## src/rtl/sllr_pkg.sv

```systemverilog
// Shared types and constants of the sensor loop level debounce reporter.
`default_nettype none
package sllr_pkg;

  localparam int SAMPLE_W = 12;
  localparam int RATIO_W  = 16;
  localparam int PERIOD_W = 10;
  localparam int LEVEL_W  = 3;
  localparam int COUNT_W  = 16;
  localparam int CFG_IDX_W  = 3;
  localparam int CFG_DATA_W = 16;
  localparam int PROD_W   = SAMPLE_W + RATIO_W;

  localparam logic [LEVEL_W-1:0] LVL_0V  = 3'd0;
  localparam logic [LEVEL_W-1:0] LVL_4V  = 3'd1;
  localparam logic [LEVEL_W-1:0] LVL_8V  = 3'd2;
  localparam logic [LEVEL_W-1:0] LVL_12V = 3'd3;
  localparam logic [LEVEL_W-1:0] LVL_BAD = 3'd4;

  localparam logic [1:0] MODE_NONE   = 2'd0;
  localparam logic [1:0] MODE_ALARM  = 2'd1;
  localparam logic [1:0] MODE_CNT_NO = 2'd2;
  localparam logic [1:0] MODE_CNT_NC = 2'd3;

  localparam logic [CFG_IDX_W-1:0] CFG_PERIOD = 3'd0;
  localparam logic [CFG_IDX_W-1:0] CFG_UPPER  = 3'd1;
  localparam logic [CFG_IDX_W-1:0] CFG_MIDDLE = 3'd2;
  localparam logic [CFG_IDX_W-1:0] CFG_LOWER  = 3'd3;
  localparam logic [CFG_IDX_W-1:0] CFG_QUIET  = 3'd4;

  localparam logic [PERIOD_W-1:0] PERIOD_RST = 10'd600;
  localparam logic [RATIO_W-1:0]  UPPER_RST  = 16'd54395;
  localparam logic [RATIO_W-1:0]  MIDDLE_RST = 16'd33915;
  localparam logic [RATIO_W-1:0]  LOWER_RST  = 16'd12288;
  localparam logic [LEVEL_W-1:0]  QUIET_RST  = 3'd3;
  localparam logic [PERIOD_W-1:0] SCAN_MAX   = 10'd1023;

  typedef struct packed {
    logic [3:0]          channel;
    logic [1:0]          mode;
    logic [SAMPLE_W-1:0] sample;
    logic [SAMPLE_W-1:0] reference;
  } in_word_t;

  typedef struct packed {
    logic               report_kind;
    logic [3:0]         report_channel;
    logic               alarm_bit;
    logic [COUNT_W-1:0] transition_count;
  } out_word_t;

endpackage
`default_nettype wire

```

## src/rtl/sllr_ram.sv

```systemverilog
// Generic single write port RAM with registered read.
`default_nettype none
module sllr_ram #(
  parameter int WIDTH = 8,
  parameter int DEPTH = 16
) (
  input  wire logic                                    clk,
  input  wire logic                                    we,
  input  wire logic [((DEPTH > 1) ? $clog2(DEPTH) : 1)-1:0] waddr,
  input  wire logic [WIDTH-1:0]                        wdata,
  input  wire logic                                    re,
  input  wire logic [((DEPTH > 1) ? $clog2(DEPTH) : 1)-1:0] raddr,
  output logic      [WIDTH-1:0]                        rdata
);

  logic [WIDTH-1:0] mem [DEPTH];

  always_ff @(posedge clk) begin
    if (we) begin
      mem[waddr] <= wdata;
    end
    if (re) begin
      rdata <= mem[raddr];
    end
  end

endmodule
`default_nettype wire

```

## src/rtl/sllr_class.sv

```systemverilog
// Level classifier: registered ratio products, then band compares.
`default_nettype none
module sllr_class (
  input  wire logic                          clk,
  input  wire logic                          en,
  input  wire logic [sllr_pkg::SAMPLE_W-1:0] sample,
  input  wire logic [sllr_pkg::SAMPLE_W-1:0] reference,
  input  wire logic [sllr_pkg::RATIO_W-1:0]  upper_ratio,
  input  wire logic [sllr_pkg::RATIO_W-1:0]  middle_ratio,
  input  wire logic [sllr_pkg::RATIO_W-1:0]  lower_ratio,
  output logic      [sllr_pkg::LEVEL_W-1:0]  level
);
  import sllr_pkg::*;

  logic [PROD_W-1:0]   up_r, mid_r, low_r;
  logic [SAMPLE_W-1:0] smp_r, ref_r;
  logic [PROD_W-1:0]   sv;

  always_ff @(posedge clk) begin
    if (en) begin
      up_r  <= PROD_W'(upper_ratio) * PROD_W'(reference);
      mid_r <= PROD_W'(middle_ratio) * PROD_W'(reference);
      low_r <= PROD_W'(lower_ratio) * PROD_W'(reference);
      smp_r <= sample;
      ref_r <= reference;
    end
  end

  assign sv = {smp_r, {RATIO_W{1'b0}}};

  // bands tested in order, as a chain; a sample above the reference falls through to invalid
  always_comb begin
    if (smp_r <= ref_r && sv > up_r) begin
      level = LVL_12V;
    end else if (sv <= up_r && sv > mid_r) begin
      level = LVL_8V;
    end else if (sv <= mid_r && sv > low_r) begin
      level = LVL_4V;
    end else if (sv <= low_r) begin
      level = LVL_0V;
    end else begin
      level = LVL_BAD;
    end
  end

endmodule
`default_nettype wire

```

## src/rtl/sllr_update.sv

```systemverilog
// Per-channel state update: debounce, report decision, tally and scan count.
`default_nettype none
module sllr_update #(
  parameter int TALLY_BITS = 16
) (
  input  wire logic [3:0]                    channel,
  input  wire logic [1:0]                    mode,
  input  wire logic [sllr_pkg::LEVEL_W-1:0]  cur,
  input  wire logic [sllr_pkg::PERIOD_W-1:0] publish_period,
  input  wire logic [sllr_pkg::LEVEL_W-1:0]  quiet_level,
  input  wire logic [sllr_pkg::LEVEL_W-1:0]  last_raw,
  input  wire logic [sllr_pkg::LEVEL_W-1:0]  stable,
  input  wire logic [sllr_pkg::PERIOD_W-1:0] scans,
  input  wire logic [TALLY_BITS-1:0]         tally,
  output logic      [sllr_pkg::LEVEL_W-1:0]  last_raw_nxt,
  output logic      [sllr_pkg::LEVEL_W-1:0]  stable_nxt,
  output logic      [sllr_pkg::PERIOD_W-1:0] scans_nxt,
  output logic      [TALLY_BITS-1:0]         tally_nxt,
  output logic                               report,
  output sllr_pkg::out_word_t                res
);
  import sllr_pkg::*;

  logic                   due, cb, pb, prev_hi, prev_lo, now_hi, now_lo, edge_hit;
  logic [LEVEL_W-1:0]     now_lvl;
  logic [TALLY_BITS-1:0]  tally_inc;
  logic [TALLY_BITS+COUNT_W-1:0] tally_ext;
  logic [PERIOD_W-1:0]    scans_base;

  always_comb begin
    now_lvl  = (cur == last_raw) ? cur : stable;
    due      = scans >= publish_period;
    cb       = now_lvl != quiet_level;
    pb       = stable != quiet_level;
    prev_hi  = stable == LVL_12V || stable == LVL_8V;
    prev_lo  = stable == LVL_0V || stable == LVL_4V;
    now_hi   = now_lvl == LVL_12V || now_lvl == LVL_8V;
    now_lo   = now_lvl == LVL_0V || now_lvl == LVL_4V;
    edge_hit = 1'b0;
    report   = 1'b0;
    res      = '0;
    res.report_channel = channel;

    case (mode)
      MODE_ALARM: begin
        report        = (cb != pb) || due;
        res.alarm_bit = cb;
      end
      MODE_CNT_NO, MODE_CNT_NC: begin
        edge_hit        = (mode == MODE_CNT_NO) ? (prev_hi && now_lo) : (prev_lo && now_hi);
        report          = due;
        res.report_kind = 1'b1;
      end
      default: begin
        report = 1'b0;
      end
    endcase

    tally_inc = edge_hit ? tally + TALLY_BITS'(1) : tally;
    tally_ext = {{COUNT_W{1'b0}}, tally_inc};
    if (res.report_kind) begin
      res.transition_count = tally_ext[COUNT_W-1:0];
    end
    tally_nxt = (res.report_kind && report) ? '0 : tally_inc;

    scans_base   = report ? '0 : scans;
    scans_nxt    = (scans_base == SCAN_MAX) ? scans_base : scans_base + PERIOD_W'(1);
    last_raw_nxt = cur;
    stable_nxt   = now_lvl;
  end

endmodule
`default_nettype wire

```

## src/rtl/sensor_loop_level_debounce_reporter_core.sv

```systemverilog
// Sensor loop level debounce reporter: top level with state RAM and pipeline.
//
// One word is taken per clock cycle while the output is not stalled; any report
// it causes goes from stage 2 into the output register. Per-channel state (last raw
// level, debounced level, scan count, transition tally) sits in one state RAM
// that is read from the first stage and written back at the end of the second;
// one write-back forwarding register covers back-to-back words of the same
// channel, which sets the one-word-per-cycle figure. Per-entry valid bits make
// every channel read as freshly reset (invalid levels, zero counts) until
// written, so no clearing pass follows reset. Channel numbers at or above
// CHANNELS are dropped. A stalled output holds the whole pipeline and in_stall
// follows it.
`default_nettype none
module sensor_loop_level_debounce_reporter_core #(
  parameter int CHANNELS   = 15,
  parameter int TALLY_BITS = 16
) (
  input  wire logic                            clk,
  input  wire logic                            rst_n,
  input  wire logic                            in_valid,
  output logic                                 in_stall,
  input  wire sllr_pkg::in_word_t              in_word,
  output logic                                 out_valid,
  input  wire logic                            out_stall,
  output sllr_pkg::out_word_t                  out_word,
  input  wire logic                            cfg_we,
  input  wire logic [sllr_pkg::CFG_IDX_W-1:0]  cfg_index,
  input  wire logic [sllr_pkg::CFG_DATA_W-1:0] cfg_data
);
  import sllr_pkg::*;

  localparam int AW = (CHANNELS > 1) ? $clog2(CHANNELS) : 1;
  localparam int EW = 2 * LEVEL_W + PERIOD_W + TALLY_BITS;

  // configuration registers
  logic [PERIOD_W-1:0] period_r;
  logic [RATIO_W-1:0]  upper_r, middle_r, lower_r;
  logic [LEVEL_W-1:0]  quiet_r;

  always_ff @(posedge clk) begin
    if (!rst_n) begin
      period_r <= PERIOD_RST;
      upper_r  <= UPPER_RST;
      middle_r <= MIDDLE_RST;
      lower_r  <= LOWER_RST;
      quiet_r  <= QUIET_RST;
    end else if (cfg_we) begin
      case (cfg_index)
        CFG_PERIOD: period_r <= cfg_data[PERIOD_W-1:0];
        CFG_UPPER:  upper_r  <= cfg_data[RATIO_W-1:0];
        CFG_MIDDLE: middle_r <= cfg_data[RATIO_W-1:0];
        CFG_LOWER:  lower_r  <= cfg_data[RATIO_W-1:0];
        CFG_QUIET:  quiet_r  <= cfg_data[LEVEL_W-1:0];
        default: begin
        end
      endcase
    end
  end

  logic adv;
  assign adv      = !(out_valid && out_stall);
  assign in_stall = !adv;

  // stage 1: captured word, RAM read issued
  logic      v1_r;
  in_word_t  w1_r;
  logic [AW+3:0] ch1_ext;
  logic [AW-1:0] addr1;
  logic          rng1;

  assign ch1_ext = {{AW{1'b0}}, w1_r.channel};
  assign addr1   = ch1_ext[AW-1:0];
  assign rng1    = 32'(w1_r.channel) < 32'(CHANNELS);

  // stage 2: classify, modify, write back
  logic          v2_r, rng2_r, rvld2_r;
  logic [3:0]    ch2_r;
  logic [1:0]    mode2_r;
  logic [AW-1:0] addr2_r;

  logic [CHANNELS-1:0] ent_vld_r;
  logic          wb_v_r;
  logic [AW-1:0] wb_addr_r;
  logic [EW-1:0] wb_data_r;

  logic          we;
  logic [EW-1:0] ram_q, ent, wdata;
  logic [LEVEL_W-1:0] cur;

  always_ff @(posedge clk) begin
    if (!rst_n) begin
      v1_r      <= 1'b0;
      v2_r      <= 1'b0;
      wb_v_r    <= 1'b0;
      ent_vld_r <= '0;
    end else if (adv) begin
      v1_r   <= in_valid;
      v2_r   <= v1_r;
      wb_v_r <= we;
      if (we) begin
        ent_vld_r[addr2_r] <= 1'b1;
      end
    end
  end

  always_ff @(posedge clk) begin
    if (adv) begin
      w1_r      <= in_word;
      ch2_r     <= w1_r.channel;
      mode2_r   <= w1_r.mode;
      addr2_r   <= addr1;
      rng2_r    <= rng1;
      rvld2_r   <= rng1 ? ent_vld_r[addr1] : 1'b0;
      wb_addr_r <= addr2_r;
      wb_data_r <= wdata;
    end
  end

  sllr_ram #(
    .WIDTH (EW),
    .DEPTH (CHANNELS)
  ) u_state_ram (
    .clk   (clk),
    .we    (we),
    .waddr (addr2_r),
    .wdata (wdata),
    .re    (adv),
    .raddr (addr1),
    .rdata (ram_q)
  );

  sllr_class u_class (
    .clk          (clk),
    .en           (adv),
    .sample       (w1_r.sample),
    .reference    (w1_r.reference),
    .upper_ratio  (upper_r),
    .middle_ratio (middle_r),
    .lower_ratio  (lower_r),
    .level        (cur)
  );

  // the RAM reads old data when the previous word wrote the same entry
  always_comb begin
    if (wb_v_r && wb_addr_r == addr2_r) begin
      ent = wb_data_r;
    end else if (rvld2_r) begin
      ent = ram_q;
    end else begin
      ent = {LVL_BAD, LVL_BAD, {(PERIOD_W + TALLY_BITS){1'b0}}};
    end
  end

  logic [LEVEL_W-1:0]    last_nxt, stable_nxt;
  logic [PERIOD_W-1:0]   scans_nxt;
  logic [TALLY_BITS-1:0] tally_nxt;
  logic                  report;
  out_word_t             res;

  sllr_update #(
    .TALLY_BITS (TALLY_BITS)
  ) u_update (
    .channel        (ch2_r),
    .mode           (mode2_r),
    .cur            (cur),
    .publish_period (period_r),
    .quiet_level    (quiet_r),
    .last_raw       (ent[EW-1 -: LEVEL_W]),
    .stable         (ent[EW-LEVEL_W-1 -: LEVEL_W]),
    .scans          (ent[TALLY_BITS+PERIOD_W-1 -: PERIOD_W]),
    .tally          (ent[TALLY_BITS-1:0]),
    .last_raw_nxt   (last_nxt),
    .stable_nxt     (stable_nxt),
    .scans_nxt      (scans_nxt),
    .tally_nxt      (tally_nxt),
    .report         (report),
    .res            (res)
  );

  assign wdata = {last_nxt, stable_nxt, scans_nxt, tally_nxt};
  assign we    = adv && v2_r && rng2_r;

  // output register
  logic      out_valid_r;
  out_word_t out_word_r;

  always_ff @(posedge clk) begin
    if (!rst_n) begin
      out_valid_r <= 1'b0;
    end else if (adv) begin
      out_valid_r <= v2_r && rng2_r && report;
    end
  end

  always_ff @(posedge clk) begin
    if (adv) begin
      out_word_r <= res;
    end
  end

  assign out_valid = out_valid_r;
  assign out_word  = out_word_r;

endmodule
`default_nettype wire
```

## config.mk

```make
export PLATFORM = sky130hd
export DESIGN_NAME = sensor_loop_level_debounce_reporter_core
export DESIGN_NICKNAME = d
export VERILOG_FILES = /design/src/rtl/sllr_pkg.sv /design/src/rtl/sllr_ram.sv /design/src/rtl/sllr_class.sv /design/src/rtl/sllr_update.sv /design/src/rtl/sensor_loop_level_debounce_reporter_core.sv
export SDC_FILE = /design/constraint.sdc
export NUM_CORES = 2
export LEC_CHECK = 0
export ABC_AREA = 1
export BUFFER_PORTS_ARGS = -buffer_cell sky130_fd_sc_hd__buf_2
export CAP_MARGIN = 30
export CORE_ASPECT_RATIO = 1.1
export CORE_MARGIN = 5
export CORE_UTILIZATION = 60
export CTS_BUF_LIST = sky130_fd_sc_hd__clkbuf_4 sky130_fd_sc_hd__clkbuf_8
export DETAILED_ROUTE_END_ITERATION = 8
export PLACE_DENSITY_LB_ADDON = 0.05
export SYNTH_ARGS = -nofsm -noshare
export SYNTH_HDL_FRONTEND = slang
export SYNTH_SLANG_ARGS = --single-unit
```

## constraint.sdc

```tcl
create_clock -name clk -period 9.9 [get_ports clk]
set_clock_uncertainty 0.05 [all_clocks]
set_input_delay 1.485 -clock clk [delete_from_list [all_inputs] [get_ports clk]]
set_output_delay 1.485 -clock clk [all_outputs]
set_load 0.01 [all_outputs]
```

* Word-level counts from Yosys, hierarchy flattened *
Memories as Yosys holds them, arrays and structs flattened. A register that Yosys moved wholly into a read port is not among the register bits.
Index checks and enable logic that the tools add are counted.
W data, S select, Z words.

word-level totals
  input port bits = 54
  logic and storage cells = 118
  register bits after elaboration = 280
  output and inout bits = 24
  bits in latches = 0
  memory bits (read-only) = 0
  RAM bits = 480
  memories kept = 1

memories
  name             words  bits a word  rd ports  clocked after memory_dff  wr ports  line            RTL
  u_state_ram.mem  15     32           1         1                         1         sllr_ram.sv:16  logic [WIDTH-1:0] mem [DEPTH];

operators by class
  eq/ne operators = 19
  reductions and logical operators = 30
  div/mod/pow operators = 0
  $mul = 3
  order comparisons = 12
  add/subtract/negate cells = 2
  multiplexer cells = 21
  shift operators = 0
  bitwise logic cells = 2

operator list
  operator                 count
  $gt A28 B28 Y1           3
  $le A28 B28 Y1           3
  $mul A16 B12 Y28         3
  $mux W32                 2
  $mux W16                 2
  $mux W10                 2
  $eq A3 B2 Y1 const B     6
  $add A16 B1 Y16 const B  1
  $mux W3                  5
  $or A15 B15 Y15          1
  $logic_and A1 B1 Y1      13
  $le A12 B12 Y1           1
  $reduce_and A2 Y1        6
  $add A10 B1 Y10 const B  1
  $eq A10 B10 Y1 const B   1
  $ge A10 B10 Y1           1
  $lt A4 B5 Y1 const B     2
  $eq A3 B1 Y1 const B     3
  $logic_not A3 Y1         3
  $mux W1                  7
  $ne A3 B3 Y1             2
  $logic_or A1 B1 Y1       5
  $bmux W1 S4              1
  $demux W1 S4             1
  other kinds (12)         14

* Logic depth before layout (Yosys ltp) *
  depth in word-level cells = 14
  mapped depth = 34
  depth with buffers taken out = 34

* Hierarchy *
From an unflattened synthesis, not the netlist that was laid out.

unflattened totals
  cells, all modules = 5991
  area, all modules = 53759.1 um^2

modules (own cells, without submodules)
  module                                    seq. area each (um^2)  cells each  area each (um^2)  instances
  sllr_class                                3243.1                 3127        24352.1           1
  sllr_ram                                  15374.7                1888        21089.0           1
  sensor_loop_level_debounce_reporter_core  4484.3                 697         6837.8            1
  sllr_update                               0.0                    279         1480.2            1

* Worst setup path after synthesis *
No wires, ideal clock.

  kind = input port to flip-flop
  from = in out_stall
  to = mem u_state_ram.mem[0][0] (netlist bit) (enable)
  data arrival time = 8927 ps
  data required time = 9427 ps
  stages on the path = 5
  library setup time = 423 ps
  path buffers = 0
  path slack = 501 ps
  cells stage by stage = nand2_1 nand3_1 inv_1 nand3_1 nor2_1

on the way
  word-level cells in the longest chain between the ends = 6

RTL lines
  element                           line                                             RTL
  from (decl)                       sensor_loop_level_debounce_reporter_core.sv:24   input wire logic out_stall,
  $logic_and A1 B1 Y1               sensor_loop_level_debounce_reporter_core.sv:61   assign adv = !(out_valid && out_stall);
  $logic_not A1 Y1                  sensor_loop_level_debounce_reporter_core.sv:61
  $logic_and A1 B1 Y1 (2 in a row)  sensor_loop_level_debounce_reporter_core.sv:181  assign we = adv && v2_r && rng2_r;
  $mux W1                           sllr_ram.sv:19                                   if (we) begin
  $mux W1 (implied by the code)     sllr_ram.sv:20                                   mem[waddr] <= wdata;
  to (decl)                         sllr_ram.sv:16

No other way between the ends.

* Worst setup path in the final report *
  from = reg w1_r[9] (netlist bit)
  to = reg u_class.up_r[27], data pin

on the way
  word-level cells in the longest chain between the ends = 1

RTL lines
  element                 line                                             RTL
  from (decl)             sensor_loop_level_debounce_reporter_core.sv:66   in_word_t w1_r;
  from (signal assigned)  sensor_loop_level_debounce_reporter_core.sv:108  w1_r <= in_word;
  $mul A16 B12 Y28        sllr_class.sv:21                                 up_r <= PROD_W'(upper_ratio) * PROD_W'(reference);
  to (signal assigned)    sllr_class.sv:21
  to (decl)               sllr_class.sv:15                                 logic [PROD_W-1:0] up_r, mid_r, low_r;

No other way between the ends.
A chain may end at the register's enable or synchronous reset.

==> metrics.cfg <==
[global_routing]
grt_pass1_wl_um = 193000
grt_usage_pct = 28.2
grt-ovfl-total = 0
antenna_found_initial = 3
grt_pass1_vias = 34600
grt_max_degree = 80

[logic_synthesis]
synth-main-ff-cell = edfxtp_1
synthTopCellsByCount = 1009 x nand2_1, 809 x inv_1, 712 x edfxtp_1, 420 x fa_1, 320 x nor2_1
yosysMostFrequentCell = nand2_1
async_reset_ff_share_pct = 0
syn_avg_cell_area_um2 = 10.4
synth.distinct_cells = 58
syn-cell-area_um2 = 49500
ys_seq_area_share_pct = 46.5
synth_edf_count = 712
synthCells = 4768
synth_fp_nets = 5500
synth_area_leaders = edfxtp_1 43%, fa_1 17%, nand2_1 7.7%
synth_top_area_cell = edfxtp_1
synth_seq_cells = 792
yosysWarnings = 0
synth_top_area_share_pct = 43.2

[power]
p_int_w = 0.00725
sw_frac_of_total_pct = 35.1
p_per_area_nw_per_um2 = 209
p_sw_w = 0.00392
power.share.combinational_pct = 36.6
peakVddDrop_uv = 214
power.share.clock_pct = 25.2
pwr-share-seq_pct = 38.2
leakage_nw = 24.0

[flow_run]
cap_violations = 0

[floorplan]
die_width_um = 284
ios = 78
start_util_pct = 60.5
core_um2 = 81800
die_h_um = 311
num_rows = 110
dieArea_um2 = 88300

[clocking]
cts_buffers = 133
postCtsResizedCells = 0
clock_latency_ps = 810
cts_tree = built
htree_num_levels = 4
clockRootBuffer = clkbuf_8
postCtsSetupRepairBufs = 0
path_clk_slew_ps = 60
cts.path.max_buffers = 3
cts.sinks = 792
cts-hold-fix-buffers = 0

[drt]
vias = 33900
drtPass1Iterations = 6
drc_errors = 0
totalWireLength_um = 124000
routed_via_density = 5.68
drtIter0Drc = 2686
final_antenna_net_count = 0
wl_per_cell_um = 20.7

[layout]
design_area_um2 = 53400
area_delta_synth_final_pct = 8.00
drive_gt1_share_pct = 8.96
fin_nets = 5544
utilization_pct = 65.3

[timing]
fmax_ghz = 0.156
min_period_over_period_pct = 64.9
slew_headroom_pct = 25.8
period_minus_slack_ps = 6430
drv_slew = 0
worst_slew_pin_slew_ps = 1110
setup_ws_ps = 3470
final-setup-viol-count = 0
hold_viol = 0
rsz0062_at_grt = no
tns_ps = 0

[worst_setup_path]
worstPathRequired_ps = 10380
endpoint_kind = flip-flop
critical_path_arrival_ps = 6900
crit_type = reg2reg
path_max_fanout = 40
startpoint_type = flip-flop

[placed_design]
place_congestion = 0.875
port_buffers = 77
dp_hpwl_um = 77300
dpl_worst_slack_ps = 3500
place_area_um2 = 50900

[worst_hold_path]
hold_class = reg2reg

[run_status]
status = complete, no violations

==> metal layers <==
layer	up-vias	share of wire [%]	global-route usage (%)
met3	278	6.5	4.78
met2	1128	51	50.2
met4	4	3.9	10.6
met1	17000	39	34.6
li1	15600	-	-
met5	-	0.022	0
==> cell families (layout without fill, tap and decap cells) <==
kind of cell	count (synthesis)	count (layout)	share of synthesized area, %
other cells	0	3	0
fa+ha+maj	678	678	23.5
flops	792	792	46.5
buf+inv	1052	1194	8.04
compound gates	617	617	7.63
xor+xnor	88	88	1.56
simple gates	1541	1541	12.8
==> cell type report <==
| cell class | count | area [um2] |
|---|---|---|
| Antenna cell | 3 | 7.51 |
| Clock buffer | 184 | 2240 |
| Clock inverter | 49 | 278 |
| Fill cell | 6586 | 28300 |
| Inverter | 828 | 3120 |
| Multi-Input combinational cell | 2924 | 22600 |
| Sequential cell | 792 | 23000 |
| Tap cell | 1064 | 1330 |
| Timing Repair Buffer | 133 | 826 |
==> sequential cells by signal, summed over array words and instances, names as in the netlist, 22 cells and up <==
register	cells
u_state_ram.mem	480
u_class.up_r	28
u_state_ram.rdata	32
wb_data_r	32
out_word	22
w1_r	26
u_class.mid_r	28
u_class.low_r	28
==> power groups by stage <==
stage	combinational [W]	sequential [W]	clock, W
2_1_floorplan	0.00316	0.00427	0
3_3_place_gp	0.00401	0.00433	0
3_5_place_dp	0.00410	0.00433	0
4_1_cts	0.00413	0.00426	0.00286
5_1_grt	0.00472	0.00428	0.00302
6_report	0.00409	0.00426	0.00281
==> placed cells by master (no fill, tap or decap), drive strengths merged, types with 4 or more instances in the layout <==
cell type,n
o21ai,264
edfxtp,712
clkinv,47
nor3,11
clkinvlp,5
a31oi,4
fa,420
o211ai,43
o2111ai,33
a22oi,5
or2,23
nand2,1029
a32o,22
inv,824
nand4,18
a221oi,62
nand3,117
o21bai,4
a21oi,161
xor2,58
buf,133
clkbuf,184
xnor2,30
nor2,332
ha,258
a21o,7
dfxtp,80
==> per-stage QoR <==
stage | std cells | total power, W | hold slack [ps]
final | 5977 | 0.0112 | 361
after global routing | 5976 | 0.0120 | 373
after CTS | 5972 | 0.0113 | 366
after detailed placement | 5739 | 0.00844 | 355
after global placement | 5737 | 0.00834 | 351
after floorplan | 4768 | 0.00743 | 350
==> worst max-delay path, stage by stage (launching register included) <==
cell      delay, ps
edfxtp_1        560
buf_4           540
nand2_1         160
fa_1            540
fa_1            500
inv_1            50
fa_1            500
inv_1            60
fa_1            470
inv_1            50
fa_1            430
ha_1            370
nand2_1          70
o21ai_0         160
a31oi_1         110
o21ai_0         440
a21oi_1         210
o21ai_0         330
nand3_1         110
nand2_1         130
nand2_1          60
o211a_1         120
xor2_1          140
==> worst paths after layout <==
check | startpoint | to | depth (start not counted) | slack (ps)
setup reg to reg | w1_r[9]$_DFFE_PN_ | u_class.up_r[27]$_DFFE_PN_ | 22 | 3470
setup / recovery | w1_r[9]$_DFFE_PN_ | u_class.up_r[27]$_DFFE_PN_ | 22 | 3470
hold reg to reg | w1_r[15]$_DFFE_PN_ | u_class.smp_r[3]$_DFFE_PN_ | 0 | 360
hold / removal | w1_r[15]$_DFFE_PN_ | u_class.smp_r[3]$_DFFE_PN_ | 0 | 360
Power figures use the tool's default switching activity.
